## src/akd_pkg.sv

```systemverilog
`timescale 1ns / 1ps
`default_nettype none

package akd_pkg;

    typedef enum logic [2:0] {
        ST_ASCII   = 3'd0,
        ST_ESC     = 3'd1,
        ST_CSI     = 3'd2,
        ST_PARAM   = 3'd3,
        ST_FN_O    = 3'd4,
        ST_FN_BR   = 3'd5,
        ST_CHARSET = 3'd6
    } state_t;

    typedef enum logic [1:0] {
        KIND_CHAR    = 2'd0,
        KIND_KEY     = 2'd1,
        KIND_ERR     = 2'd2,
        KIND_CHANGED = 2'd3
    } kind_t;

    localparam logic [7:0] KEY_DEL   = 8'd0;
    localparam logic [7:0] KEY_BKSP  = 8'd1;
    localparam logic [7:0] KEY_TAB   = 8'd2;
    localparam logic [7:0] KEY_LF    = 8'd3;
    localparam logic [7:0] KEY_CR    = 8'd4;
    localparam logic [7:0] KEY_BREAK = 8'd5;
    localparam logic [7:0] KEY_UP    = 8'd6;
    localparam logic [7:0] KEY_DOWN  = 8'd7;
    localparam logic [7:0] KEY_RIGHT = 8'd8;
    localparam logic [7:0] KEY_LEFT  = 8'd9;
    localparam logic [7:0] KEY_HOME  = 8'd10;
    localparam logic [7:0] KEY_INS   = 8'd11;
    localparam logic [7:0] KEY_END   = 8'd12;
    localparam logic [7:0] KEY_PGUP  = 8'd13;
    localparam logic [7:0] KEY_PGDN  = 8'd14;
    localparam logic [7:0] KEY_F1    = 8'd15;
    localparam logic [7:0] KEY_LAST  = 8'd26;

    localparam logic [7:0] CH_ESC   = 8'd27;
    localparam logic [7:0] CH_DEL   = 8'd127;
    localparam logic [7:0] CH_BS    = 8'd8;
    localparam logic [7:0] CH_TAB   = 8'd9;
    localparam logic [7:0] CH_LF    = 8'd10;
    localparam logic [7:0] CH_CR    = 8'd13;
    localparam logic [7:0] CH_SPACE = 8'd32;

    localparam logic [7:0] FN_O_BASE  = 8'd80;
    localparam logic [7:0] FN_BR_BASE = 8'h41;
    localparam logic [7:0] FN_SPAN    = 8'd11;
    localparam logic [7:0] TILDE_MAX  = 8'd24;

    typedef struct packed {
        kind_t      kind;
        logic [7:0] code;
        logic       last;
    } result_t;

    typedef struct packed {
        logic [1:0] count;
        result_t    res0;
        result_t    res1;
    } decode_t;

    typedef struct packed {
        logic       hit;
        logic [7:0] code;
    } tilde_t;

    function automatic tilde_t tilde_key(input logic [7:0] p);
        tilde_t t;
        t.hit  = 1'b1;
        t.code = KEY_HOME;
        unique case (p)
            8'd1:  t.code = KEY_HOME;
            8'd2:  t.code = KEY_INS;
            8'd4:  t.code = KEY_END;
            8'd5:  t.code = KEY_PGUP;
            8'd6:  t.code = KEY_PGDN;
            8'd15: t.code = KEY_F1 + 8'd4;
            8'd17: t.code = KEY_F1 + 8'd5;
            8'd18: t.code = KEY_F1 + 8'd6;
            8'd19: t.code = KEY_F1 + 8'd7;
            8'd20: t.code = KEY_F1 + 8'd8;
            8'd21: t.code = KEY_F1 + 8'd9;
            8'd23: t.code = KEY_F1 + 8'd10;
            8'd24: t.code = KEY_F1 + 8'd11;
            default: t.hit = 1'b0;
        endcase
        return t;
    endfunction

endpackage

`default_nettype wire

```

## src/akd_parser.sv

```systemverilog
`timescale 1ns / 1ps
`default_nettype none

module akd_parser (
    input  wire             aclk,
    input  wire             aresetn,
    input  wire [7:0]       rx_byte,
    input  wire             end_of_chunk,
    input  wire             take,
    output akd_pkg::decode_t dec
);

    akd_pkg::state_t state_reg, state_next;
    logic [7:0]      param_reg, param_next;
    logic            closed_reg, closed_next;

    logic            have;
    akd_pkg::kind_t  kind;
    logic [7:0]      code;
    logic            is_digit;
    logic [11:0]     acc;
    logic [7:0]      fn_base;
    logic [7:0]      fn_off;
    akd_pkg::tilde_t tk;
    akd_pkg::result_t r_key;
    akd_pkg::result_t r_chg;

    assign is_digit = (rx_byte >= 8'h30) && (rx_byte <= 8'h39);
    assign acc      = 12'(param_reg) * 12'd10 + 12'(rx_byte[3:0]);
    assign fn_base  = (state_reg == akd_pkg::ST_FN_O) ? akd_pkg::FN_O_BASE
                                                       : akd_pkg::FN_BR_BASE;
    assign fn_off   = rx_byte - fn_base;
    assign tk       = akd_pkg::tilde_key(param_reg);

    always_comb begin
        have        = 1'b0;
        kind        = akd_pkg::KIND_ERR;
        code        = rx_byte;
        state_next  = state_reg;
        param_next  = param_reg;
        closed_next = closed_reg;
        unique case (state_reg)
            akd_pkg::ST_ASCII: begin
                if (rx_byte < akd_pkg::CH_SPACE || rx_byte == akd_pkg::CH_DEL) begin
                    kind = akd_pkg::KIND_KEY;
                    unique case (rx_byte)
                        akd_pkg::CH_ESC: state_next = akd_pkg::ST_ESC;
                        akd_pkg::CH_DEL: begin have = 1'b1; code = akd_pkg::KEY_DEL; end
                        akd_pkg::CH_BS:  begin have = 1'b1; code = akd_pkg::KEY_BKSP; end
                        akd_pkg::CH_TAB: begin have = 1'b1; code = akd_pkg::KEY_TAB; end
                        akd_pkg::CH_LF:  begin have = 1'b1; code = akd_pkg::KEY_LF; end
                        akd_pkg::CH_CR:  begin have = 1'b1; code = akd_pkg::KEY_CR; end
                        default: ;
                    endcase
                end else begin
                    have = 1'b1;
                    kind = akd_pkg::KIND_CHAR;
                end
            end
            akd_pkg::ST_ESC: begin
                if (rx_byte == 8'h5B) begin
                    state_next = akd_pkg::ST_CSI;
                end else if (rx_byte == 8'h28 || rx_byte == 8'h29) begin
                    state_next = akd_pkg::ST_CHARSET;
                end else if (rx_byte == 8'h4F) begin
                    state_next = akd_pkg::ST_FN_O;
                end else begin
                    have       = 1'b1;
                    state_next = akd_pkg::ST_ASCII;
                end
            end
            akd_pkg::ST_CSI: begin
                state_next = akd_pkg::ST_ASCII;
                if (rx_byte == 8'h3F) begin
                    param_next  = 8'd0;
                    closed_next = 1'b0;
                    state_next  = akd_pkg::ST_PARAM;
                end else if (rx_byte == 8'h5B) begin
                    state_next = akd_pkg::ST_FN_BR;
                end else if (is_digit) begin
                    param_next  = {4'd0, rx_byte[3:0]};
                    closed_next = 1'b0;
                    state_next  = akd_pkg::ST_PARAM;
                end else begin
                    have = 1'b1;
                    kind = akd_pkg::KIND_KEY;
                    unique case (rx_byte)
                        8'h50: code = akd_pkg::KEY_BREAK;
                        8'h41: code = akd_pkg::KEY_UP;
                        8'h42: code = akd_pkg::KEY_DOWN;
                        8'h43: code = akd_pkg::KEY_RIGHT;
                        8'h44: code = akd_pkg::KEY_LEFT;
                        default: kind = akd_pkg::KIND_ERR;
                    endcase
                end
            end
            akd_pkg::ST_PARAM: begin
                if (is_digit) begin
                    if (!closed_reg) begin
                        param_next = (acc > 12'd255) ? 8'd255 : acc[7:0];
                    end
                end else if (rx_byte == 8'h3B) begin
                    closed_next = 1'b1;
                end else begin
                    if (rx_byte == 8'h7E && param_reg <= akd_pkg::TILDE_MAX && tk.hit) begin
                        have = 1'b1;
                        kind = akd_pkg::KIND_KEY;
                        code = tk.code;
                    end
                    param_next  = 8'd0;
                    closed_next = 1'b0;
                    state_next  = akd_pkg::ST_ASCII;
                end
            end
            akd_pkg::ST_FN_O, akd_pkg::ST_FN_BR: begin
                have       = 1'b1;
                state_next = akd_pkg::ST_ASCII;
                if (rx_byte >= fn_base && fn_off <= akd_pkg::FN_SPAN) begin
                    kind = akd_pkg::KIND_KEY;
                    code = akd_pkg::KEY_F1 + fn_off;
                end
            end
            default: begin
                have       = 1'b1;
                state_next = akd_pkg::ST_ASCII;
            end
        endcase
    end

    always_comb begin
        r_key.kind = kind;
        r_key.code = code;
        r_key.last = !end_of_chunk;
        r_chg.kind = akd_pkg::KIND_CHANGED;
        r_chg.code = 8'd0;
        r_chg.last = 1'b1;
        dec.count  = {1'b0, have} + {1'b0, end_of_chunk};
        dec.res0   = have ? r_key : r_chg;
        dec.res1   = r_chg;
    end

    always_ff @(posedge aclk) begin
        if (!aresetn) begin
            state_reg  <= akd_pkg::ST_ASCII;
            param_reg  <= 8'd0;
            closed_reg <= 1'b0;
        end else if (take) begin
            state_reg  <= state_next;
            param_reg  <= param_next;
            closed_reg <= closed_next;
        end
    end

endmodule

`default_nettype wire

```

## src/akd_result_queue.sv

```systemverilog
`timescale 1ns / 1ps
`default_nettype none

module akd_result_queue (
    input  wire              aclk,
    input  wire              aresetn,
    input  wire              push,
    input  akd_pkg::decode_t dec,
    output logic             room,
    output logic             m_valid,
    output akd_pkg::result_t m_word,
    input  wire              m_ready
);

    akd_pkg::result_t entry_reg [2];
    logic             rd_ptr_reg;
    logic             wr_ptr_reg;
    logic [1:0]       count_reg;
    logic [1:0]       count_next;
    logic             pop;
    logic [1:0]       free;
    logic [1:0]       n_push;

    assign m_valid = (count_reg != 2'd0);
    assign m_word  = entry_reg[rd_ptr_reg];
    assign pop     = m_valid && m_ready;
    assign free    = 2'd2 - count_reg + {1'b0, pop};
    assign room    = (dec.count <= free);
    assign n_push  = push ? dec.count : 2'd0;
    assign count_next = count_reg - {1'b0, pop} + n_push;

    always_ff @(posedge aclk) begin
        if (!aresetn) begin
            rd_ptr_reg <= 1'b0;
            wr_ptr_reg <= 1'b0;
            count_reg  <= 2'd0;
        end else begin
            rd_ptr_reg <= rd_ptr_reg ^ pop;
            wr_ptr_reg <= wr_ptr_reg ^ n_push[0];
            count_reg  <= count_next;
        end
    end

    always_ff @(posedge aclk) begin
        if (n_push != 2'd0) begin
            entry_reg[wr_ptr_reg] <= dec.res0;
        end
        if (n_push == 2'd2) begin
            entry_reg[!wr_ptr_reg] <= dec.res1;
        end
    end

endmodule

`default_nettype wire

```

## src/ansi_key_escape_decoder_top.sv

```systemverilog
`timescale 1ns / 1ps
`default_nettype none

// Terminal key decoder: takes one received byte per word on the s_ side and
// emits key events on the m_ side. Plain bytes become character events,
// DEL/BS/TAB/LF/CR and ANSI escape sequences (arrows, break, F1..F12, home,
// insert, end, page up/down) become special-key events, malformed sequences
// give an error event carrying the offending byte (a bad parameter sequence
// gives none), and a byte marked with s_tlast is followed by a
// terminal-changed event; m_tlast marks the last event of each input byte.
// An input byte is registered when taken and decoded through one level of
// logic between the input register and a two-entry result queue, so the block
// sustains one byte per cycle while each byte yields at most one event and
// the output is not stalled; a byte that yields two events (one ending a
// chunk) gives two output words.
module ansi_key_escape_decoder_top (
    input  wire        aclk,
    input  wire        aresetn,
    input  wire        s_tvalid,
    output logic       s_tready,
    input  wire [7:0]  s_tdata,   // [7:0] rx_byte
    input  wire        s_tlast,   // end_of_chunk
    output logic       m_tvalid,
    input  wire        m_tready,
    output logic [15:0] m_tdata,  // [1:0] event_kind, [9:2] key_code, [15:10] zero
    output logic       m_tlast    // last
);

    logic             in_valid_reg;
    logic [7:0]       in_byte_reg;
    logic             in_eoc_reg;
    logic             take;
    logic             room;
    akd_pkg::decode_t dec;
    akd_pkg::result_t out_word;

    assign take     = in_valid_reg && room;
    assign s_tready = !in_valid_reg || take;

    always_ff @(posedge aclk) begin
        if (!aresetn) begin
            in_valid_reg <= 1'b0;
        end else if (s_tready) begin
            in_valid_reg <= s_tvalid;
        end
    end

    always_ff @(posedge aclk) begin
        if (s_tready && s_tvalid) begin
            in_byte_reg <= s_tdata;
            in_eoc_reg  <= s_tlast;
        end
    end

    akd_parser u_parser (
        .aclk         (aclk),
        .aresetn      (aresetn),
        .rx_byte      (in_byte_reg),
        .end_of_chunk (in_eoc_reg),
        .take         (take),
        .dec          (dec)
    );

    akd_result_queue u_queue (
        .aclk    (aclk),
        .aresetn (aresetn),
        .push    (take),
        .dec     (dec),
        .room    (room),
        .m_valid (m_tvalid),
        .m_word  (out_word),
        .m_ready (m_tready)
    );

    assign m_tdata = {6'd0, out_word.code, out_word.kind};
    assign m_tlast = out_word.last;

endmodule

`default_nettype wire

```

## config.mk

```make
export PLATFORM = sky130hd
export DESIGN_NAME = ansi_key_escape_decoder_top
export DESIGN_NICKNAME = d
export VERILOG_FILES = /design/src/akd_pkg.sv /design/src/akd_parser.sv /design/src/akd_result_queue.sv /design/src/ansi_key_escape_decoder_top.sv
export SDC_FILE = /design/constraint.sdc
export NUM_CORES = 1
export LEC_CHECK = 0
export BUFFER_PORTS_ARGS = -buffer_cell sky130_fd_sc_hd__buf_2
export CORE_MARGIN = 1.5
export CORE_UTILIZATION = 50
export CTS_CLUSTER_SIZE = 10
export DETAILED_ROUTE_END_ITERATION = 8
export PLACE_DENSITY = 0.71
export SLEW_MARGIN = 20
export SYNTH_ARGS = -nofsm -noshare
export SYNTH_HDL_FRONTEND = slang
export SYNTH_SLANG_ARGS = --single-unit
```

## constraint.sdc

```tcl
create_clock -name aclk -period 3.8 [get_ports aclk]
set_input_delay 0.57 -clock aclk [delete_from_list [all_inputs] [get_ports aclk]]
set_output_delay 0.57 -clock aclk [all_outputs]
set_load 0.01 [all_outputs]
```

; ---- After elaboration in Yosys (flattened, before gate mapping)
; Memories as Yosys holds them, arrays and structs flattened. A register that Yosys moved wholly into a read port is not among the register bits.
; Index checks and enable logic that the tools add are counted.
[word_totals]
regBits = 26
ram_bits = 22
in_bits = 13
out_inout_bits = 19
elab_cells = 166
memories = 1
[memory_table]
columns = memory, words, word_bits, read_ports, rd_clocked_by_memory_dff, wr, line
row1 = u_queue.entry_reg, 2, 11, 1, 1, 2, akd_result_queue.sv:15  ; akd_pkg::result_t entry_reg [2];
[classes]
n_addsub = 8
n_mul = 1
n_lt_le_gt_ge = 8
n_eq_ne = 45
n_mux = 68
bitwise_logic = 2
reduce_logical = 24
[ops]
columns = cell, count
row1 = $mux 8, 15
row2 = $pmux 8 s5, 2
row3 = $eq 8x7->1 const B, 9
row4 = $eq 8x5->1 const B, 8
row5 = $pmux 5 s12, 1
row6 = $eq 8x4->1 const B, 5
row7 = $eq 8x6->1 const B, 4
row8 = $pmux 8 s4, 1
row9 = $mux 3, 9
row10 = $eq 8x3->1 const B, 3
row11 = $mux 1, 23
row12 = $mux 2, 10
row13 = $pmux 8 s2, 1
row14 = $reduce_or 13->1, 1
row15 = $add 12x4->12, 1
row16 = $gt 12x8->1 const B, 1
row17 = $pmux 3 s4, 1
row18 = $mul 8x3->11 const B, 1
row19 = $mux 11, 1
row20 = $reduce_and 5->1, 2
row21 = $reduce_or 5->1, 2
row22 = $add 4x8->8 const A, 1
row23 = $eq 8x1->1 const B, 1
row24 = $eq 8x2->1 const B, 1
row25 = other kinds (34), 52

; ---- Depth between registers and ports, before layout
[logic_depth]
word_depth = 15
ltp_mapped = 19

; ---- Cells and area by module
; From an unflattened synthesis, not the netlist that was laid out.
[hier_totals]
cells_unflattened = 491
area_unflattened_um2 = 4489.3
[modules_own_cells]
columns = module, n_inst, cells_each, area_each_um2
row1 = akd_parser, 1, 374, 2666.3
row2 = akd_result_queue, 1, 95, 1438.9
row3 = ansi_key_escape_decoder_top, 1, 22, 384.1

; ---- Worst setup path before layout
; Ideal clock, no wire load.
[synth_path]
path_kind = register to register
start = register in_byte_reg[2]
end = memory u_queue.entry_reg[0][4] (netlist name)
arrival_ps = 4045
path_slack_ps = -338
path_stages_with_launch = 17
path_buffers = 2
path_cell_list = edfxtp_1 > or4b_4 > or4_1 > a31oi_1 > o31a_1 > nand3_1 > ha_1 > ha_1 > nor2b_1 > o21ai_0 > and2_1 > clkbuf_1 > o21ai_0 > a31oi_1 > buf_2 > nand2_1 > o311ai_2
[synth_rtl]
columns = element, line
row1 = "start, declared", ansi_key_escape_decoder_top.sv:30  ; logic [7:0] in_byte_reg;
row2 = "start signal, assigned", ansi_key_escape_decoder_top.sv:50  ; in_byte_reg <= s_tdata;
row3 = "end, declared", akd_result_queue.sv:15

==> run metrics <==
Slew @ Worst Pin 0.665 ns; library cell with the largest summed area after synthesis sky130_fd_sc_hd__dfxtp_1; count of max-cap constraint violations 0; Seq cells post-synth 49; Avg Inst Size Synth 8.11 um^2; most repeated cell in the gate-level netlist after synthesis sky130_fd_sc_hd__nand2_1; Placeable Area 7850 um^2; I/O Pins 32; final setup TNS 0 ns; number of nets in the finished design 597; Total GRT Usage 26.6%; cell area after layout 4840 um^2; CTS clk-pin slew, worst paths 0.11 ns; post-synth top area share 19.4%; internal reg-to-reg setup slack 0.02 ns; width of the die 93.9 um; worst ir drop on vdd 0.354 mV; Startpoint Class flip-flop; largest net degree at the start of global routing 24; most repeated library cell on the critical path sky130_fd_sc_hd__ha_4; H-tree levels 2; final critical path time including I/O delays and setup 3.78 ns; routed wire length on met3 794 um; number of global-route vias before repair 3965; number of buffer and inverter stages on the critical path 0; Arr. time, crit path 4.01 ns; starting utilization of the core area 52.7%; 1st-pass router iterations 5; Cell Area, Synth 4140 um^2; data required time of the critical path 4.03 ns; maximum count of clock buffers along a single path 2; tightest slew margin relative to the limit 55.6%; HPWL after detailed placement 8.12 mm; Commonest cells post-synth sky130_fd_sc_hd__nand2_1 (43), sky130_fd_sc_hd__dfxtp_1 (40), sky130_fd_sc_hd__inv_1 (34), sky130_fd_sc_hd__o21ai_0 (29), sky130_fd_sc_hd__ha_1 (25); class of the tightest hold or removal check in -> reg; final-report max-slew violation count 0; fraction of final layout cells sized beyond drive strength 1 23.5%; DRC 0; average vias per placed instance 6.45; PD cells 439 nW/um^2; detailed router's first-iteration violation count 390; cells after synthesis 510; post-detailed-routing wire length 11.5 mm; Final Setup Violations 0; R2R Path Start in_byte_reg[2]$_DFFE_PP_; status finished clean; sequential share of the synthesized area 25.9%; number of buffers inserted during clock tree synthesis 5; achievable clock frequency 0.264 GHz; critical path fanouts, max 4; family with the most delay on the worst path simple AND/OR/NAND/NOR gates; longest individual stage delay on the worst path 0.55 ns; count of different cell masters after synthesis 84; average wire per cell in the routed design 17.4 um; count of antenna-violating nets left after detailed routing 0; setup ws final 0.0179 ns; wire length of the first global-routing pass 18.7 mm; max reg flops 22; Setup crit end kind flip-flop; worst slack, placed -0.0955 ns; critical path startpoint in_byte_reg[2]$_DFFE_PP_; proportion of register bits with asynchronous set or reset after synthesis 0%; fraction of the cycle the final worst path needs 99.5%; maximum clock skew at final layout 0.0203 ns; FP Rows 32; Synth-to-Final Area Change 17.2%; IO buf count 25; setup repair after global routing missed its margin yes; # clock sinks 49; topmost layer with routed signal wires met4; CP max stage cell sky130_fd_sc_hd__or4b_4; count of warnings emitted by yosys 0; clock tree from TritonCTS built; routed length on met2 5.34 mm; total via count after detailed routing 4255; Design Power 2.12 mW; number of hold violations in the final report 0; Hold WS 0.418 ns; cell at the root of the clock tree sky130_fd_sc_hd__clkbuf_8; hold_buf cts 0; Post-synth top flop sky130_fd_sc_hd__dfxtp_1; FILL cells 687; critical-path cell list or4b_4 -> or4_4 -> a31oi_4 -> o31a_1 -> nand3_2 -> ha_4 -> ha_4 -> nor2b_4 -> o21ai_4 -> and2_4 -> o21ai_2 -> a31oi_2 -> or3b_4 -> o311ai_4; Metal-1 WL 5.03 mm; clock latency reported for the late side of the worst-skew pair 0.32 ns; global placement routability congestion 1.03; Static Leakage 2.03 nW; Total Die Area 8820 um^2; type of the setup path with the least slack reg -> reg; grt total ovfl 0; number of antenna violations at the first check in global routing 0; Die Y 93.9 um; diode count 0; Synth area leaders sky130_fd_sc_hd__dfxtp_1 (19%), sky130_fd_sc_hd__ha_1 (7.6%), sky130_fd_sc_hd__edfxtp_1 (6.5%); area after detailed placement 4520 um^2; EDFF count, synth 9; start point of the worst hold path s_tdata[7]
-- cell usage in the layout, fill, tap and decap left out, drive strengths merged, types with 5 or more instances in the layout --
cell,Yosys,routed
nand4,12,12
a22o,7,7
ha,25,25
inv,34,36
a21boi,5,5
mux2,9,9
o21ai,37,37
and2,14,14
xor2,5,5
nor2,22,22
buf,12,71
nor2b,8,8
dfxtp,40,40
nor3,14,14
a21oi,23,23
nand2b,9,9
xnor2,11,11
o211ai,6,6
clkbuf,24,5
conb,1,6
a32oi,6,6
nor3b,6,6
a31oi,10,10
nand2,43,43
or3,5,5
edfxtp,9,9
o311ai,5,5
nand3,16,16
a21o,8,8
a2111oi,5,5
a211oi,5,5
-- layout make-up --
cell class	count	area, um^2	share of cell area, %
tap	102	128	2.63
sequential	49	1070	22.1
clock inverter	3	25.0	0.517
timing repair buffer	71	480	9.92
multi-input combinational	395	2940	60.6
clock buffer	5	68.8	1.42
inverter	35	134	2.76
-- final timing paths --
path | to | cells after the start
min | in_byte_reg[7]$_DFFE_PP_ | 1
max | u_queue.entry_reg[0][4]$_SDFFE_PP0P_ | 14
min reg2reg | u_queue.entry_reg[1][7]$_SDFFE_PP0P_ | 2
max reg2reg | u_queue.entry_reg[0][4]$_SDFFE_PP0P_ | 14
-- cell families after synthesis --
| group | share of synthesized area (%) |
|---|---|
| and+or+nand+nor | 24.7 |
| AOI/OAI and AO/OA | 26.8 |
| buffers and inverters | 7.44 |
| DFF | 25.9 |
| adders and majority gates | 8.53 |
| xor gates and xnor gates | 3.39 |
| muxes | 3.18 |
| other | 0.0907 |
-- metrics by stage --
step | utilization (%) | instances
final | 61.7 | 660
after global routing | 61.7 | 660
after CTS | 60.8 | 657
after detailed placement | 57.5 | 642
after global placement | 57.5 | 642
after floorplan | - | 515
-- what timing repair did --
action                     CTS  global route
pin swaps                   11             9
buffers inserted             7             3
setup endpoints to repair   21            31
gates resized for setup     21            10
-- power breakdown --
group	switching, mW	leakage (nW)	total, mW	internal, mW
Sequential	0.0981	0.416	0.762	0.664
Combinational	0.536	1.57	1.02	0.481
Clock	0.211	0.0466	0.346	0.135
-- metal layers --
metal  vias to the layer above  GRT usage, %
met1                      2031          35.6
met2                       198          42.5
met3                        34          3.72
met4                         0          11.9
li1                       1992             -
met5                         -             0
No activity file was read; power rests on OpenSTA's default activity.
